==> src/design/itra_pkg.sv <==
`default_nettype none

package itra_pkg;

    // value and field widths
    localparam int VALUE_W    = 32;
    localparam int CFG_W      = 6;
    localparam int CHAR_W     = 8;
    localparam int STATUS_W   = 2;
    localparam int CFG_ADDR_W = 1;

    // limits on the configuration
    localparam logic [CFG_W-1:0] MIN_RADIX   = CFG_W'(2);
    localparam logic [CFG_W-1:0] MAX_RADIX   = CFG_W'(36);
    localparam logic [CFG_W-1:0] MIN_BUF_LEN = CFG_W'(2);

    // reset values of the configuration registers
    localparam logic [CFG_W-1:0] RADIX_RESET   = CFG_W'(10);
    localparam logic [CFG_W-1:0] BUF_LEN_RESET = CFG_W'(10);

    // register indexes
    localparam logic [CFG_ADDR_W-1:0] REG_RADIX   = CFG_ADDR_W'(0);
    localparam logic [CFG_ADDR_W-1:0] REG_BUF_LEN = CFG_ADDR_W'(1);

    // divider: DIV_BITS quotient bits per cycle, dividend padded to whole steps
    localparam int DIV_BITS  = 8;
    localparam int DIV_STEPS = (VALUE_W + DIV_BITS - 1) / DIV_BITS;
    localparam int PAD_W     = DIV_STEPS * DIV_BITS;
    localparam int STEP_W    = $clog2(DIV_STEPS + 1);
    localparam int REM_W     = CFG_W + 1;

    // digit store
    localparam int COUNT_W = $clog2(VALUE_W + 1);
    localparam int ADDR_W  = $clog2(VALUE_W);
    localparam int CMP_W   = ((COUNT_W > CFG_W) ? COUNT_W : CFG_W) + 1;

    // request queue
    localparam int QUEUE_DEPTH = 2;
    localparam int QPTR_W      = $clog2(QUEUE_DEPTH);
    localparam int QCNT_W      = $clog2(QUEUE_DEPTH + 1);

    // characters
    localparam logic [CHAR_W-1:0] CHAR_NUL   = 8'h00;
    localparam logic [CHAR_W-1:0] CHAR_MINUS = 8'h2D;
    localparam logic [CHAR_W-1:0] CHAR_ZERO  = 8'h30;
    localparam logic [CHAR_W-1:0] CHAR_LOWER = 8'h61;

    typedef enum logic [STATUS_W-1:0] {
        ST_OK      = 2'd0,
        ST_BAD_CFG = 2'd1,
        ST_NO_FIT  = 2'd2
    } t_status;

    typedef struct packed {
        logic [CFG_W-1:0] radix;
        logic [CFG_W-1:0] buf_len;
    } t_cfg;

    typedef struct packed {
        logic               bad_cfg;
        logic               negative;
        logic [VALUE_W-1:0] magnitude;
    } t_req;

    // digit value to lower-case ASCII
    function automatic logic [CHAR_W-1:0] digit_char(input logic [CFG_W-1:0] d);
        logic [CHAR_W-1:0] c;
        if (d < CFG_W'(10)) begin
            c = CHAR_ZERO + CHAR_W'(d);
        end else if (d < MAX_RADIX) begin
            c = CHAR_LOWER + CHAR_W'(d) - CHAR_W'(10);
        end else begin
            c = CHAR_ZERO;
        end
        return c;
    endfunction

endpackage

`default_nettype wire

==> src/design/itra_front.sv <==
`default_nettype none

module itra_front (
    input  wire logic                           start,
    output logic                                busy,
    input  wire logic signed [itra_pkg::VALUE_W-1:0] i_value,
    input  wire itra_pkg::t_cfg                 i_cfg,
    input  wire logic                           i_q_full,
    output logic                                o_push,
    output itra_pkg::t_req                      o_req
);
    import itra_pkg::*;

    logic               bad_cfg;
    logic               negative;
    logic [VALUE_W-1:0] raw;

    assign busy = i_q_full;
    assign o_push = start && !i_q_full;

    // bad base or length is decided here; the back end only reports it
    assign bad_cfg = (i_cfg.radix < MIN_RADIX) || (i_cfg.radix > MAX_RADIX)
                     || (i_cfg.buf_len < MIN_BUF_LEN);

    assign raw      = i_value;
    assign negative = raw[VALUE_W-1];

    // unsigned magnitude; the most negative value maps onto itself
    assign o_req.bad_cfg   = bad_cfg;
    assign o_req.negative  = negative;
    assign o_req.magnitude = negative ? (~raw + VALUE_W'(1)) : raw;

endmodule

`default_nettype wire

==> src/design/itra_queue.sv <==
`default_nettype none

module itra_queue (
    input  wire logic           i_clk,
    input  wire logic           i_rst_n,
    input  wire logic           i_push,
    input  wire itra_pkg::t_req i_req,
    input  wire logic           i_pop,
    output itra_pkg::t_req      o_req,
    output logic                o_full,
    output logic                o_empty
);
    import itra_pkg::*;

    t_req              r_slot [QUEUE_DEPTH];
    logic [QPTR_W-1:0] r_wr_ptr;
    logic [QPTR_W-1:0] r_rd_ptr;
    logic [QCNT_W-1:0] r_count;
    logic [QPTR_W-1:0] n_wr_ptr;
    logic [QPTR_W-1:0] n_rd_ptr;
    logic [QCNT_W-1:0] n_count;
    logic              do_push;
    logic              do_pop;

    assign o_full  = (r_count == QCNT_W'(QUEUE_DEPTH));
    assign o_empty = (r_count == '0);
    assign o_req   = r_slot[r_rd_ptr];

    assign do_push = i_push && !o_full;
    assign do_pop  = i_pop && !o_empty;

    always_comb begin
        n_wr_ptr = r_wr_ptr;
        n_rd_ptr = r_rd_ptr;
        n_count  = r_count;
        if (do_push) begin
            n_wr_ptr = (r_wr_ptr == QPTR_W'(QUEUE_DEPTH - 1)) ? '0 : r_wr_ptr + QPTR_W'(1);
        end
        if (do_pop) begin
            n_rd_ptr = (r_rd_ptr == QPTR_W'(QUEUE_DEPTH - 1)) ? '0 : r_rd_ptr + QPTR_W'(1);
        end
        if (do_push && !do_pop) begin
            n_count = r_count + QCNT_W'(1);
        end else if (do_pop && !do_push) begin
            n_count = r_count - QCNT_W'(1);
        end
    end

    always_ff @(posedge i_clk) begin
        if (!i_rst_n) begin
            r_wr_ptr <= '0;
            r_rd_ptr <= '0;
            r_count  <= '0;
        end else begin
            r_wr_ptr <= n_wr_ptr;
            r_rd_ptr <= n_rd_ptr;
            r_count  <= n_count;
        end
    end

    always_ff @(posedge i_clk) begin
        if (do_push) begin
            r_slot[r_wr_ptr] <= i_req;
        end
    end

endmodule

`default_nettype wire

==> src/design/itra_back.sv <==
`default_nettype none

module itra_back (
    input  wire logic                        i_clk,
    input  wire logic                        i_rst_n,
    input  wire itra_pkg::t_cfg              i_cfg,
    input  wire itra_pkg::t_req              i_req,
    input  wire logic                        i_q_empty,
    output logic                             o_pop,
    output logic                             o_valid,
    output logic [itra_pkg::CHAR_W-1:0]      o_char_code,
    output logic                             o_is_last,
    output logic [itra_pkg::STATUS_W-1:0]    o_status
);
    import itra_pkg::*;

    typedef enum logic [5:0] {
        S_IDLE  = 6'b000001,
        S_DIV   = 6'b000010,
        S_CHECK = 6'b000100,
        S_SIGN  = 6'b001000,
        S_PRIME = 6'b010000,
        S_DIGIT = 6'b100000
    } t_state;

    t_state             r_state, n_state;
    logic [PAD_W-1:0]   r_mag, n_mag;
    logic [CFG_W-1:0]   r_rem, n_rem;
    logic [STEP_W-1:0]  r_step, n_step;
    logic [COUNT_W-1:0] r_cnt, n_cnt;
    logic [COUNT_W-1:0] r_left, n_left;
    logic [ADDR_W-1:0]  r_addr, n_addr;
    logic               r_neg, n_neg;
    logic               r_valid, n_valid;
    logic [CHAR_W-1:0]  r_char, n_char;
    logic               r_last, n_last;
    t_status            r_status, n_status;

    logic [CFG_W-1:0]   r_store [VALUE_W];
    logic [CFG_W-1:0]   r_rd_data;
    logic               store_we;

    // divider step: DIV_BITS restoring iterations on the remainder
    logic [PAD_W-1:0]   step_mag;
    logic [CFG_W-1:0]   step_rem;
    logic [REM_W-1:0]   trial;
    logic [CMP_W-1:0]   text_len;
    logic               no_fit;

    always_comb begin
        step_mag = r_mag;
        step_rem = r_rem;
        trial    = '0;
        for (int j = 0; j < DIV_BITS; j++) begin
            trial = {step_rem, step_mag[PAD_W-1]};
            if (trial >= {1'b0, i_cfg.radix}) begin
                trial    = trial - {1'b0, i_cfg.radix};
                step_mag = {step_mag[PAD_W-2:0], 1'b1};
            end else begin
                step_mag = {step_mag[PAD_W-2:0], 1'b0};
            end
            step_rem = trial[CFG_W-1:0];
        end
    end

    // sign plus digits plus terminator must fit the buffer
    assign text_len = CMP_W'(r_cnt) + CMP_W'(r_neg) + CMP_W'(1);
    assign no_fit   = text_len > CMP_W'(i_cfg.buf_len);

    always_comb begin
        n_state  = r_state;
        n_mag    = r_mag;
        n_rem    = r_rem;
        n_step   = r_step;
        n_cnt    = r_cnt;
        n_left   = r_left;
        n_addr   = r_addr;
        n_neg    = r_neg;
        n_valid  = 1'b0;
        n_char   = r_char;
        n_last   = r_last;
        n_status = r_status;
        o_pop    = 1'b0;
        store_we = 1'b0;
        unique case (r_state)
            S_IDLE: begin
                if (!i_q_empty) begin
                    o_pop = 1'b1;
                    if (i_req.bad_cfg) begin
                        n_valid  = 1'b1;
                        n_char   = CHAR_NUL;
                        n_last   = 1'b1;
                        n_status = ST_BAD_CFG;
                    end else begin
                        n_mag   = PAD_W'(i_req.magnitude);
                        n_neg   = i_req.negative;
                        n_rem   = '0;
                        n_step  = '0;
                        n_cnt   = '0;
                        n_state = S_DIV;
                    end
                end
            end
            S_DIV: begin
                n_mag  = step_mag;
                n_rem  = step_rem;
                n_step = r_step + STEP_W'(1);
                if (r_step == STEP_W'(DIV_STEPS - 1)) begin
                    // digit done: store it, restart on the quotient
                    store_we = 1'b1;
                    n_cnt    = r_cnt + COUNT_W'(1);
                    n_step   = '0;
                    n_rem    = '0;
                    if (step_mag == '0) begin
                        n_state = S_CHECK;
                    end
                end
            end
            S_CHECK: begin
                if (no_fit) begin
                    n_valid  = 1'b1;
                    n_char   = CHAR_NUL;
                    n_last   = 1'b1;
                    n_status = ST_NO_FIT;
                    n_state  = S_IDLE;
                end else begin
                    n_left  = r_cnt - COUNT_W'(1);
                    n_addr  = n_left[ADDR_W-1:0];
                    n_state = r_neg ? S_SIGN : S_PRIME;
                end
            end
            S_SIGN: begin
                n_valid  = 1'b1;
                n_char   = CHAR_MINUS;
                n_last   = 1'b0;
                n_status = ST_OK;
                n_addr   = r_addr - ADDR_W'(1);
                n_state  = S_DIGIT;
            end
            S_PRIME: begin
                // wait for the registered store read
                n_addr  = r_addr - ADDR_W'(1);
                n_state = S_DIGIT;
            end
            S_DIGIT: begin
                n_valid  = 1'b1;
                n_char   = digit_char(r_rd_data);
                n_last   = (r_left == '0);
                n_status = ST_OK;
                n_addr   = r_addr - ADDR_W'(1);
                n_left   = r_left - COUNT_W'(1);
                if (r_left == '0) begin
                    n_state = S_IDLE;
                end
            end
            default: begin
                n_state = S_IDLE;
            end
        endcase
    end

    always_ff @(posedge i_clk) begin
        if (!i_rst_n) begin
            r_state <= S_IDLE;
            r_valid <= 1'b0;
            r_step  <= '0;
            r_cnt   <= '0;
            r_left  <= '0;
            r_neg   <= 1'b0;
            r_mag   <= '0;
        end else begin
            r_state <= n_state;
            r_valid <= n_valid;
            r_step  <= n_step;
            r_cnt   <= n_cnt;
            r_left  <= n_left;
            r_neg   <= n_neg;
            r_mag   <= n_mag;
        end
    end

    always_ff @(posedge i_clk) begin
        r_rem    <= n_rem;
        r_addr   <= n_addr;
        r_char   <= n_char;
        r_last   <= n_last;
        r_status <= n_status;
    end

    always_ff @(posedge i_clk) begin
        if (store_we) begin
            r_store[r_cnt[ADDR_W-1:0]] <= step_rem;
        end
        r_rd_data <= r_store[r_addr];
    end

    assign o_valid     = r_valid;
    assign o_char_code = r_char;
    assign o_is_last   = r_last;
    assign o_status    = r_status;

endmodule

`default_nettype wire

==> src/design/integer_to_radix_ascii.sv <==
`default_nettype none
// Channel   Handshake                 Payload
// request   start in, busy out        i_value
// result    o_valid strobe, 1 cycle   o_char_code, o_is_last, o_status
// config    i_cfg_we                  i_cfg_addr, i_cfg_wdata
//
// A request is taken when start is high and busy is low; two requests queue ahead
// of the converter. Each digit is divided out DIV_BITS quotient bits at a time;
// a check state and a store-read state, which carries any '-', then lead the
// digits at one per cycle. A bad base or length gives its status result the cycle
// after the pop. Reset is synchronous, active low, and restores radix 10 and buffer
// length 10. Results cannot be held off.

module integer_to_radix_ascii (
    input  wire logic                                i_clk,
    input  wire logic                                i_rst_n,
    input  wire logic                                start,
    output logic                                     busy,
    input  wire logic signed [itra_pkg::VALUE_W-1:0] i_value,
    output logic                                     o_valid,
    output logic [itra_pkg::CHAR_W-1:0]              o_char_code,
    output logic                                     o_is_last,
    output logic [itra_pkg::STATUS_W-1:0]            o_status,
    input  wire logic                                i_cfg_we,
    input  wire logic [itra_pkg::CFG_ADDR_W-1:0]     i_cfg_addr,
    input  wire logic [itra_pkg::CFG_W-1:0]          i_cfg_wdata
);
    import itra_pkg::*;

    t_cfg r_cfg;
    t_req front_req;
    t_req queue_req;
    logic push;
    logic pop;
    logic q_full;
    logic q_empty;

    always_ff @(posedge i_clk) begin
        if (!i_rst_n) begin
            r_cfg.radix   <= RADIX_RESET;
            r_cfg.buf_len <= BUF_LEN_RESET;
        end else if (i_cfg_we) begin
            unique case (i_cfg_addr)
                REG_RADIX:   r_cfg.radix   <= i_cfg_wdata;
                REG_BUF_LEN: r_cfg.buf_len <= i_cfg_wdata;
                default: begin
                end
            endcase
        end
    end

    itra_front u_front (
        .start    (start),
        .busy     (busy),
        .i_value  (i_value),
        .i_cfg    (r_cfg),
        .i_q_full (q_full),
        .o_push   (push),
        .o_req    (front_req)
    );

    itra_queue u_queue (
        .i_clk   (i_clk),
        .i_rst_n (i_rst_n),
        .i_push  (push),
        .i_req   (front_req),
        .i_pop   (pop),
        .o_req   (queue_req),
        .o_full  (q_full),
        .o_empty (q_empty)
    );

    itra_back u_back (
        .i_clk       (i_clk),
        .i_rst_n     (i_rst_n),
        .i_cfg       (r_cfg),
        .i_req       (queue_req),
        .i_q_empty   (q_empty),
        .o_pop       (pop),
        .o_valid     (o_valid),
        .o_char_code (o_char_code),
        .o_is_last   (o_is_last),
        .o_status    (o_status)
    );

endmodule

`default_nettype wire

==> config.mk <==
export PLATFORM = sky130hd
export DESIGN_NAME = integer_to_radix_ascii
export DESIGN_NICKNAME = d
export VERILOG_FILES = /design/src/design/itra_pkg.sv /design/src/design/itra_front.sv /design/src/design/itra_queue.sv /design/src/design/itra_back.sv /design/src/design/integer_to_radix_ascii.sv
export SDC_FILE = /design/constraint.sdc
export NUM_CORES = 1
export LEC_CHECK = 0
export ABC_AREA = 0
export BUFFER_PORTS_ARGS = -buffer_cell sky130_fd_sc_hd__buf_2
export CAP_MARGIN = 20
export CORE_MARGIN = 5
export CORE_UTILIZATION = 70
export CTS_BUF_LIST = sky130_fd_sc_hd__clkbuf_4 sky130_fd_sc_hd__clkbuf_8
export CTS_CLUSTER_SIZE = 30
export DETAILED_ROUTE_END_ITERATION = 7
export PLACE_DENSITY = 0.88
export SLEW_MARGIN = 20
export SYNTH_ARGS = -nofsm -noshare
export SYNTH_HDL_FRONTEND = slang
export SYNTH_SLANG_ARGS = --single-unit
==> constraint.sdc <==
create_clock -name i_clk -period 38.3 [get_ports i_clk]
set_input_delay 7.66 -clock i_clk [delete_from_list [all_inputs] [get_ports i_clk]]
set_output_delay 7.66 -clock i_clk [all_outputs]
set_load 0.01 [all_outputs]
# Word-level counts from Yosys, hierarchy flattened
# Memories as Yosys holds them, arrays and structs flattened. A register that Yosys moved wholly into a read port is not among the register bits.
# Cells that the tools add are included.
# word_totals
memories	2
regBits	93
ram_bits	260
word_cells	183
# classes
n_lt_le_gt_ge	14
bitwise_logic	4
eq_ne	16
n_reduce_logical	33
addsub	23
mux	74
# memory_table
memory	words	word_bits	rd	rd_clocked_by_memory_dff	write_ports	line_no	source
u_back.r_store	32	6	1	1	1	itra_back.sv:39	logic [CFG_W-1:0] r_store [VALUE_W];
u_queue.r_slot	2	34	1	1	1	itra_queue.sv:15	t_req r_slot [QUEUE_DEPTH];
# op_table
cell	n
2-to-1 mux 6 bit	19
2-to-1 mux 32 bit	3
case mux 32 bit (2 select lines)	1
>= comparator 7 x 6 -> 1 bit	8
subtractor 6 bit	8
2-to-1 mux 8 bit	5
case mux 6 bit (2 select lines)	3
adder 32 x 1 -> 32 bit, second input constant	1
zero test 32 bit	1
NOT 32 bit	1
case mux 8 bit (4 select lines)	1
case mux 6 bit (5 select lines)	1
2-to-1 mux 1 bit	26
< comparator 6 x 2 -> 1 bit, second input constant	2
AND reduction 4 bit	3
subtractor 6 x 1 -> 6 bit, second input constant	2
2-to-1 mux 2 bit	5
2-to-1 mux 5 bit	2
case mux 5 bit (2 select lines)	1
2-to-1 mux 3 bit	3
adder 7 x 6 -> 8 bit, first input constant	1
inequality test 2 x 1 -> 1 bit, second input constant	4
inequality test 2 bit, second input constant	4
AND reduction 2 bit	4
other kinds (39)	55

# Logic depth before layout (Yosys ltp)
# Gate-level depths: netlist of run 1.
# logic_depth
depth_word	20
ltp_mapped	78

# By module
# A second synthesis of run 1 with hierarchy kept.
# hier_totals
cells_unflattened	1444
hier_area_um2	18335.1
# modules_own_cells
module	cells_each	area_per_inst_um2	instances
itra_back	1155	14318.7	1
itra_queue	131	2686.3	1
itra_front	107	853.3	1
integer_to_radix_ascii	51	476.7	1

# Least setup slack after synthesis of run 1
# No wires, ideal clock.
# synth_timing
path_kind	register to register
startpoint	register r_cfg[7] (netlist bit)
endpoint	memory u_back.r_store[0][3], data pin
slack_ns	21.753
stages_incl_launch_ff	76
arrival_ns	16.171
required_time_ns	37.923
path_cell_list	dfxtp_1 inv_1 ha_1 inv_1 o21ai_1 a21o_4 mux2_2 inv_1 ha_1 nor2b_1 o31a_1 o311a_4 a211oi_2 nand2_2 buf_2 o21ai_0 ha_1 and4_1 (+40 left out) a21o_1 a21o_1 a31o_2 a21oi_1 o311a_1 buf_6 mux2i_1 ha_1 a21o_1 a21o_1 a21o_1 a21o_1 a31o_2 a21oi_1 nand2_1 nor2_1 nor3_1 a21oi_1
# synth_between
elab_chain_cells	16
# synth_lines
item	line_no	source
start, declared	integer_to_radix_ascii.sv:30	t_cfg r_cfg;
subtractor 6 bit / >= comparator 7 x 6 -> 1 bit (equally long branches)	itra_back.sv:57, itra_back.sv:56	
2-to-1 mux 6 bit	itra_back.sv:56	if (trial >= {1'b0, i_cfg.radix}) begin
subtractor 6 bit / >= comparator 7 x 6 -> 1 bit (equally long branches)	itra_back.sv:57, itra_back.sv:56	
2-to-1 mux 6 bit	itra_back.sv:56	
subtractor 6 bit / >= comparator 7 x 6 -> 1 bit (equally long branches)	itra_back.sv:57, itra_back.sv:56	
2-to-1 mux 6 bit	itra_back.sv:56	
subtractor 6 bit / >= comparator 7 x 6 -> 1 bit (equally long branches)	itra_back.sv:57, itra_back.sv:56	
2-to-1 mux 6 bit	itra_back.sv:56	
subtractor 6 bit / >= comparator 7 x 6 -> 1 bit (equally long branches)	itra_back.sv:57, itra_back.sv:56	
2-to-1 mux 6 bit	itra_back.sv:56	
>= comparator 7 x 6 -> 1 bit / subtractor 6 bit (equally long branches)	itra_back.sv:56, itra_back.sv:57	
2-to-1 mux 6 bit	itra_back.sv:56	
subtractor 6 bit / >= comparator 7 x 6 -> 1 bit (equally long branches)	itra_back.sv:57, itra_back.sv:56	
2-to-1 mux 6 bit	itra_back.sv:56	
subtractor 6 bit / >= comparator 7 x 6 -> 1 bit (equally long branches)	itra_back.sv:57, itra_back.sv:56	
2-to-1 mux 6 bit *	itra_back.sv:56	
via u_back.trial[3]	itra_back.sv:46	logic [REM_W-1:0] trial;
end, declared	itra_back.sv:39	
# The timed path passes the listed nets; every way through them passes the cells marked *.

# Worst setup path after layout of run 1
# layout_timing
startpoint	register r_cfg[7] (netlist bit)
endpoint	memory u_back.r_store[25][2], data pin
# The elaborated chain is that of the path after synthesis.

==> metrics.txt, run 1 <==
depth of the worst register-to-register path 73; vertical die dimension 172 um; fraction of layout instances using a drive strength above 1 0.181; critical register-to-register path endpoint u_back.r_store[25][2]; number of nets in the layout 1634; Least-Margin Pin Slew 1060 ps; final max-slew violation count 0; kind of end point of the critical path flop; proportion of register bits with asynchronous set or reset after synthesis 0; reg-to-reg slack, setup 18990 ps; Clock transition at path regs 70 ps; TritonCTS clock tree built; vias post-DR 12.4k; final setup fails 0; cell type with the largest total area after synthesis sky130_fd_sc_hd__edfxtp_1; Horiz. Die Dim 172 um; simple-gate share of the synthesized area 0.109; post-synthesis instance area 18300 um^2; reported max-cap violation count 0; clock skew after layout 46.8 ps; startpoint types flop; compound-gate portion of the synthesized area 0.109; post-DP HPWL 29.1 mm; Yosys top cell area share 0.463; Post-Route WL 44.0 mm; CTS Buffer Depth 3; library cells used by synthesis 86; n_diodes 0; Critical Path RT 38520 ps; Mean Syn Cell Area 12.7 um^2; I/O pin count 56; Worst Hold Path Cells 2; Adder-Cell Fraction of Synth Area 0.0573; status finished, final reports clean; row cnt 59; number of global-route vias before repair 12.6k; Syn Nets 1568; beginning of the worst register-to-register path r_cfg[7]; Highest Clock Rate 0.0518 GHz; number of DRC markers in iteration 0 1327; worst setup path category flop to flop; TritonCTS Buffers 54; largest net degree at the start of global routing 71; Syn Inst Count 1446; post-synthesis register bit count 360; number of antenna violations at the first check in global routing 0; number of remaining DRC errors 0; number of synthesized flops with an enable pin 282; Worst Hold Path EP u_back.r_step[2]; Skew-Pair Late Insertion Delay 610 ps; routability cong. 0.933; DR pass1 iterations 6; RSZ-0062 raised after global routing false; critical-path maximum fanout 32; Via-to-Cell Ratio 6.56; combinational family with the most area after synthesis multiplexers; dominant synthesized flop cell sky130_fd_sc_hd__edfxtp_1; overall global routing resource usage 0.297; pre-CTS setup slack 19270 ps; portion of netlist area occupied by mux cells 0.116; number of nets with antenna violations after detailed routing 0; Gates resized, CTS repair 0; Slew headroom 0.293; port buffer count 55; total grt overflow 0; number of setup buffers added after CTS 0; Hold Path Origin u_back.r_step[2]; endpoint arrival time on the critical path 19520 ps; H-tree depth reported by CTS 2; Crit path largest cell delay 830 ps; Hold Violations, Final 0; standard cell core area 25900 um^2; master cell of the clock root buffer sky130_fd_sc_hd__clkbuf_8; die outline area 29500 um^2; slowest stage cell, crit path sky130_fd_sc_hd__o21a_1; total negative setup slack 0 ps; synthesis-to-layout area growth 9.23%; sink count of the clock tree 360; Worst Slack Setup Final 18990 ps; Yosys warning count 0; worst slack on hold paths 442 ps; global-route wire length before repair 67.8 mm; hold bufs inserted after CTS 0; fraction of the cycle the final worst path needs 0.504; sequential element share of the synthesized area 0.548; classification of the worst-slack hold path flop to flop; top cells by area in the synthesized netlist sky130_fd_sc_hd__edfxtp_1, sky130_fd_sc_hd__dfxtp_1, sky130_fd_sc_hd__mux4_2; Synth Area in XOR/XNOR 0.0349; WL/cell 23.3 um; Tmin final 19310 ps; initial core utilization 0.706
==> critical path: cells and delay by family, from the launching register on <==
family	cells	cell delay (ps)
DFF	1	740
and+or+nand+nor	16	2490
buffers and inverters	5	840
adders and majority gates	8	2480
muxes	3	1250
AOI/OAI and AO/OA	41	11120
==> layout make-up <==
type | instances | area [um^2]
timing repair buffer | 66 | 373
tap | 335 | 419
fill | 1457 | 5930
clock buffer | 75 | 926
inverter | 66 | 248
multi-input combinational | 964 | 7830
clock inverter | 25 | 154
sequential | 360 | 10000
==> logic make-up (layout without fill, tap and decap cells) <==
group / count (synthesis) / in the layout
muxes: 134 / 134
AOI/OAI and AO/OA: 281 / 281
and+or+nand+nor: 397 / 397
buffers and inverters: 122 / 232
DFF: 360 / 360
adders and majority gates: 79 / 79
xor gates and xnor gates: 73 / 73
==> flip-flops by register name (all words and copies together) (netlist names), 5 cells and up, named ones only <==
signal / cells
u_back.r_store: 192
u_queue.r_slot: 68
u_back.r_mag: 32
r_cfg: 12
u_back.o_char_code: 8
u_back.r_cnt: 6
u_back.r_left: 6
u_back.r_rd_data: 6
u_back.r_rem: 6
u_back.r_state: 6
u_back.r_addr: 5
==> cells in the final DEF (no fill, tap or decap), types with 36 or more instances in the layout <==
cell type	n
sky130_fd_sc_hd__edfxtp_1	282
sky130_fd_sc_hd__nand2_1	123
sky130_fd_sc_hd__nor2_1	87
sky130_fd_sc_hd__dfxtp_1	77
sky130_fd_sc_hd__ha_1	71
sky130_fd_sc_hd__inv_1	65
sky130_fd_sc_hd__mux4_2	60
sky130_fd_sc_hd__o21ai_0	59
sky130_fd_sc_hd__clkbuf_8	58
sky130_fd_sc_hd__buf_2	55
sky130_fd_sc_hd__mux2i_1	53
sky130_fd_sc_hd__xnor2_1	52
sky130_fd_sc_hd__a21oi_1	39
sky130_fd_sc_hd__a21boi_0	39
sky130_fd_sc_hd__o211ai_1	36
==> layer usage <==
layer  share of wire  wire length (um)  GRT usage  up-vias
li1                -                 -          -     5622
met1            0.37             16100      0.361     6024
met2            0.53             23200      0.535      640
met3           0.071              3110     0.0434      111
met4           0.036              1600      0.117        0
met5               0                 0          0        -
==> per-stage QoR <==
| stage | area (um^2) | instances | util |
|---|---|---|---|
| 2_1_floorplan | 18300 | 1446 | - |
| 3_3_place_gp | 18900 | 1789 | 0.728 |
| 3_5_place_dp | 18900 | 1789 | 0.728 |
| 4_1_cts | 19900 | 1889 | 0.770 |
| 5_1_grt | 20000 | 1891 | 0.771 |
| 6_report | 20000 | 1891 | 0.771 |
==> worst max-delay path by stage <==
stage                   from                    end  slack, ps  cells after the start
floorplan           r_cfg[7]   u_back.r_store[0][3]      21750                     75
global placement    r_cfg[7]  u_back.r_store[20][0]      20050                     73
detailed placement  r_cfg[7]  u_back.r_store[16][0]      19270                     73
CTS                 r_cfg[7]  u_back.r_store[31][0]      19160                     73
global route        r_cfg[7]  u_back.r_store[30][2]      17560                     73
finish              r_cfg[7]  u_back.r_store[25][2]      18990                     73
==> synth_stat cells (17+ instances only) <==
library cell / instances
sky130_fd_sc_hd__edfxtp_1: 282
sky130_fd_sc_hd__nand2_1: 124
sky130_fd_sc_hd__nor2_1: 89
sky130_fd_sc_hd__dfxtp_1: 78
sky130_fd_sc_hd__ha_1: 71
sky130_fd_sc_hd__inv_1: 65
sky130_fd_sc_hd__mux4_2: 60
sky130_fd_sc_hd__o21ai_0: 59
sky130_fd_sc_hd__mux2i_1: 53
sky130_fd_sc_hd__xnor2_1: 52
sky130_fd_sc_hd__a21oi_1: 40
sky130_fd_sc_hd__a21boi_0: 39
sky130_fd_sc_hd__clkbuf_1: 38
sky130_fd_sc_hd__o211ai_1: 36
sky130_fd_sc_hd__nand3_1: 32
sky130_fd_sc_hd__nor2b_1: 24
sky130_fd_sc_hd__xor2_1: 21
sky130_fd_sc_hd__mux2_2: 18
sky130_fd_sc_hd__nor4_1: 17
sky130_fd_sc_hd__o21a_1: 17
Power of run 1 is left out: the tool's default activity adds up to more than one toggle a clock period on the data nets, which glitch-free logic cannot reach.
==> run 2: changes to the inputs <==
--- a/config.mk
+++ b/config.mk
@@ -9,11 +9,11 @@
 export BUFFER_PORTS_ARGS = -buffer_cell sky130_fd_sc_hd__buf_2
 export CAP_MARGIN = 20
 export CORE_MARGIN = 5
-export CORE_UTILIZATION = 70
+export CORE_UTILIZATION = 65
 export CTS_BUF_LIST = sky130_fd_sc_hd__clkbuf_4 sky130_fd_sc_hd__clkbuf_8
 export CTS_CLUSTER_SIZE = 30
 export DETAILED_ROUTE_END_ITERATION = 7
-export PLACE_DENSITY = 0.88
+export PLACE_DENSITY = 0.83
 export SLEW_MARGIN = 20
 export SYNTH_ARGS = -nofsm -noshare
 export SYNTH_HDL_FRONTEND = slang
==> constraint.sdc (replaced) <==
create_clock -name i_clk -period 19.67 [get_ports i_clk]
set_input_delay 3.934 -clock i_clk [delete_from_list [all_inputs] [get_ports i_clk]]
set_output_delay 3.934 -clock i_clk [all_outputs]
set_load 0.01 [all_outputs]
==> metrics.txt, run 2 (synthesis results as in run 1) <==
status finished, final reports clean; number of nets in the layout 1639 (+0.31%); fraction of layout instances using a drive strength above 1 0.189 (+0.00787); reported max-cap violation count 0 (unchanged); # fillers 1789 (+23%); total grt overflow 0 (unchanged); CTS Buffer Depth 3 (unchanged); clock skew after layout 49.1 ps (+2.29 ps); number of DRC markers in iteration 0 1184 (-11%); die outline area 31600 um^2 (+7.2%); total negative setup slack 0 ps (unchanged); row cnt 61 (+3.4%); final max-slew violation count 0 (unchanged); TritonCTS clock tree built; Tmin final 18490 ps (-821 ps); top library cells by usage in the layout, fill and taps aside sky130_fd_sc_hd__edfxtp_1, sky130_fd_sc_hd__nand2_1, sky130_fd_sc_hd__nor2_1; Critical Path RT 19980 ps (-18540 ps); port buffer count 55 (unchanged); endpoint arrival time on the critical path 18790 ps (-730 ps); reg-to-reg slack, setup 1180 ps (-17810 ps); number of global-route vias before repair 12.3k (-2.2%); final setup fails 0 (unchanged); vertical die dimension 178 um (+3.6%); startpoint types flop; placed cells 1836 (+2.6%); standard cell core area 27800 um^2 (+7.2%); Slew headroom 0.266 (-0.0273); Largest register FFs 192 (unchanged); Horiz. Die Dim 178 um (+3.6%); worst setup path category flop to flop; critical-path maximum fanout 17 (-47%); Post-Route WL 43.5 mm (-1.1%); classification of the worst-slack hold path flop to flop; number of remaining DRC errors 0 (unchanged); Skew-Pair Late Insertion Delay 610 ps (about the same); largest net degree at the start of global routing 71 (unchanged); global-route wire length before repair 67.8 mm (about the same); overall global routing resource usage 0.277 (-0.0199); synthesis-to-layout area growth 9.92%; H-tree depth reported by CTS 2 (unchanged); Via-to-Cell Ratio 6.40 (-2.3%); RSZ-0062 raised after global routing false; slowest stage cell, crit path sky130_fd_sc_hd__mux2i_1; Highest Clock Rate 0.0541 GHz (+4.4%); worst slack on hold paths 452 ps (+9.53 ps); TritonCTS Buffers 54 (unchanged); pre-CTS setup slack 872 ps (-18400 ps); routability cong. 0.927 (-0.62%); Crit path largest cell delay 510 ps (-320 ps); initial core utilization 0.658 (-0.0475); n_diodes 0 (unchanged); DR pass1 iterations 5 (-1); Hold Violations, Final 0 (unchanged); Worst Slack Setup Final 1180 ps (-17810 ps); Least-Margin Pin Slew 1100 ps (+40.9 ps); Seq. cell area 10000 um^2 (about the same); final cell count without fillers 1938 (+2.5%); fraction of the cycle the final worst path needs 0.940 (+0.436); number of antenna violations at the first check in global routing 2 (+2); Clock transition at path regs 60 ps (about the same); I/O pin count 56 (unchanged); kind of end point of the critical path flop; vias post-DR 12.4k (+0.097%); number of nets with antenna violations after detailed routing 0 (unchanged); multi-input gate area in the final layout 7860 um^2 (+0.40%); hold bufs inserted after CTS 0 (unchanged); master cell of the clock root buffer sky130_fd_sc_hd__clkbuf_8; most common cell after layout, fill and taps aside sky130_fd_sc_hd__edfxtp_1; WL/cell 22.4 um (-3.5%); sink count of the clock tree 360 (unchanged); post-DP HPWL 30.2 mm (+3.5%)
-- run 2: worst paths after layout --
| check | startpoint | endpoint | cells past startpoint |
|---|---|---|---|
| setup / recovery | r_cfg[10] | u_back.r_store[28][1] | 75 |
| hold / removal | u_back.r_neg | u_back.r_state[4] | 1 |
| setup reg to reg | r_cfg[10] | u_back.r_store[28][1] | 75 |
| hold reg to reg | u_back.r_neg | u_back.r_state[4] | 1 |
-- run 2: final cells by class --
cell class / count / share of cell area
multi-input cells: 965 / 0.391
clock buffers: 85 / 0.0492
repair buffers: 70 / 0.0200
flip-flops and latches: 360 / 0.499
inverters: 66 / 0.0123
well taps: 378 / 0.0235
clock inverters: 14 / 0.00510
-- run 2: worst max-delay path, delay by kind of cell, from the launching register on --
| kind | cells | cell delay [ps] |
|---|---|---|
| AND/OR/NAND/NOR | 16 | 2710 |
| buffers and inverters | 7 | 900 |
| adder cells (fa/ha/maj) | 8 | 2510 |
| multiplexers | 3 | 1250 |
| flip-flops | 1 | 350 |
| AO/OA/AOI/OAI | 41 | 10460 |
-- run 2: repair_timing --
item	in CTS	in global routing
resized for setup	0	6
setup endpoints to repair	0	196
buffers inserted	0	0
-- run 2: through the flow --
step | instance area [um^2] | util
global route | 20100 | 0.724
floorplan | 18300 | -
detailed placement | 18900 | 0.682
global placement | 18900 | 0.682
CTS | 20000 | 0.721
finish | 20100 | 0.724
-- run 2: metal layers --
metal,routed length [um],share of wire,global-route usage,vias to the layer above
met3,2950,0.068,0.0422,118
met5,27,0.00062,0,-
met2,21900,0.50,0.478,555
met4,1710,0.039,0.114,4
met1,16900,0.39,0.352,6093
li1,-,-,-,5639
Power of run 2 is left out for the same reason.
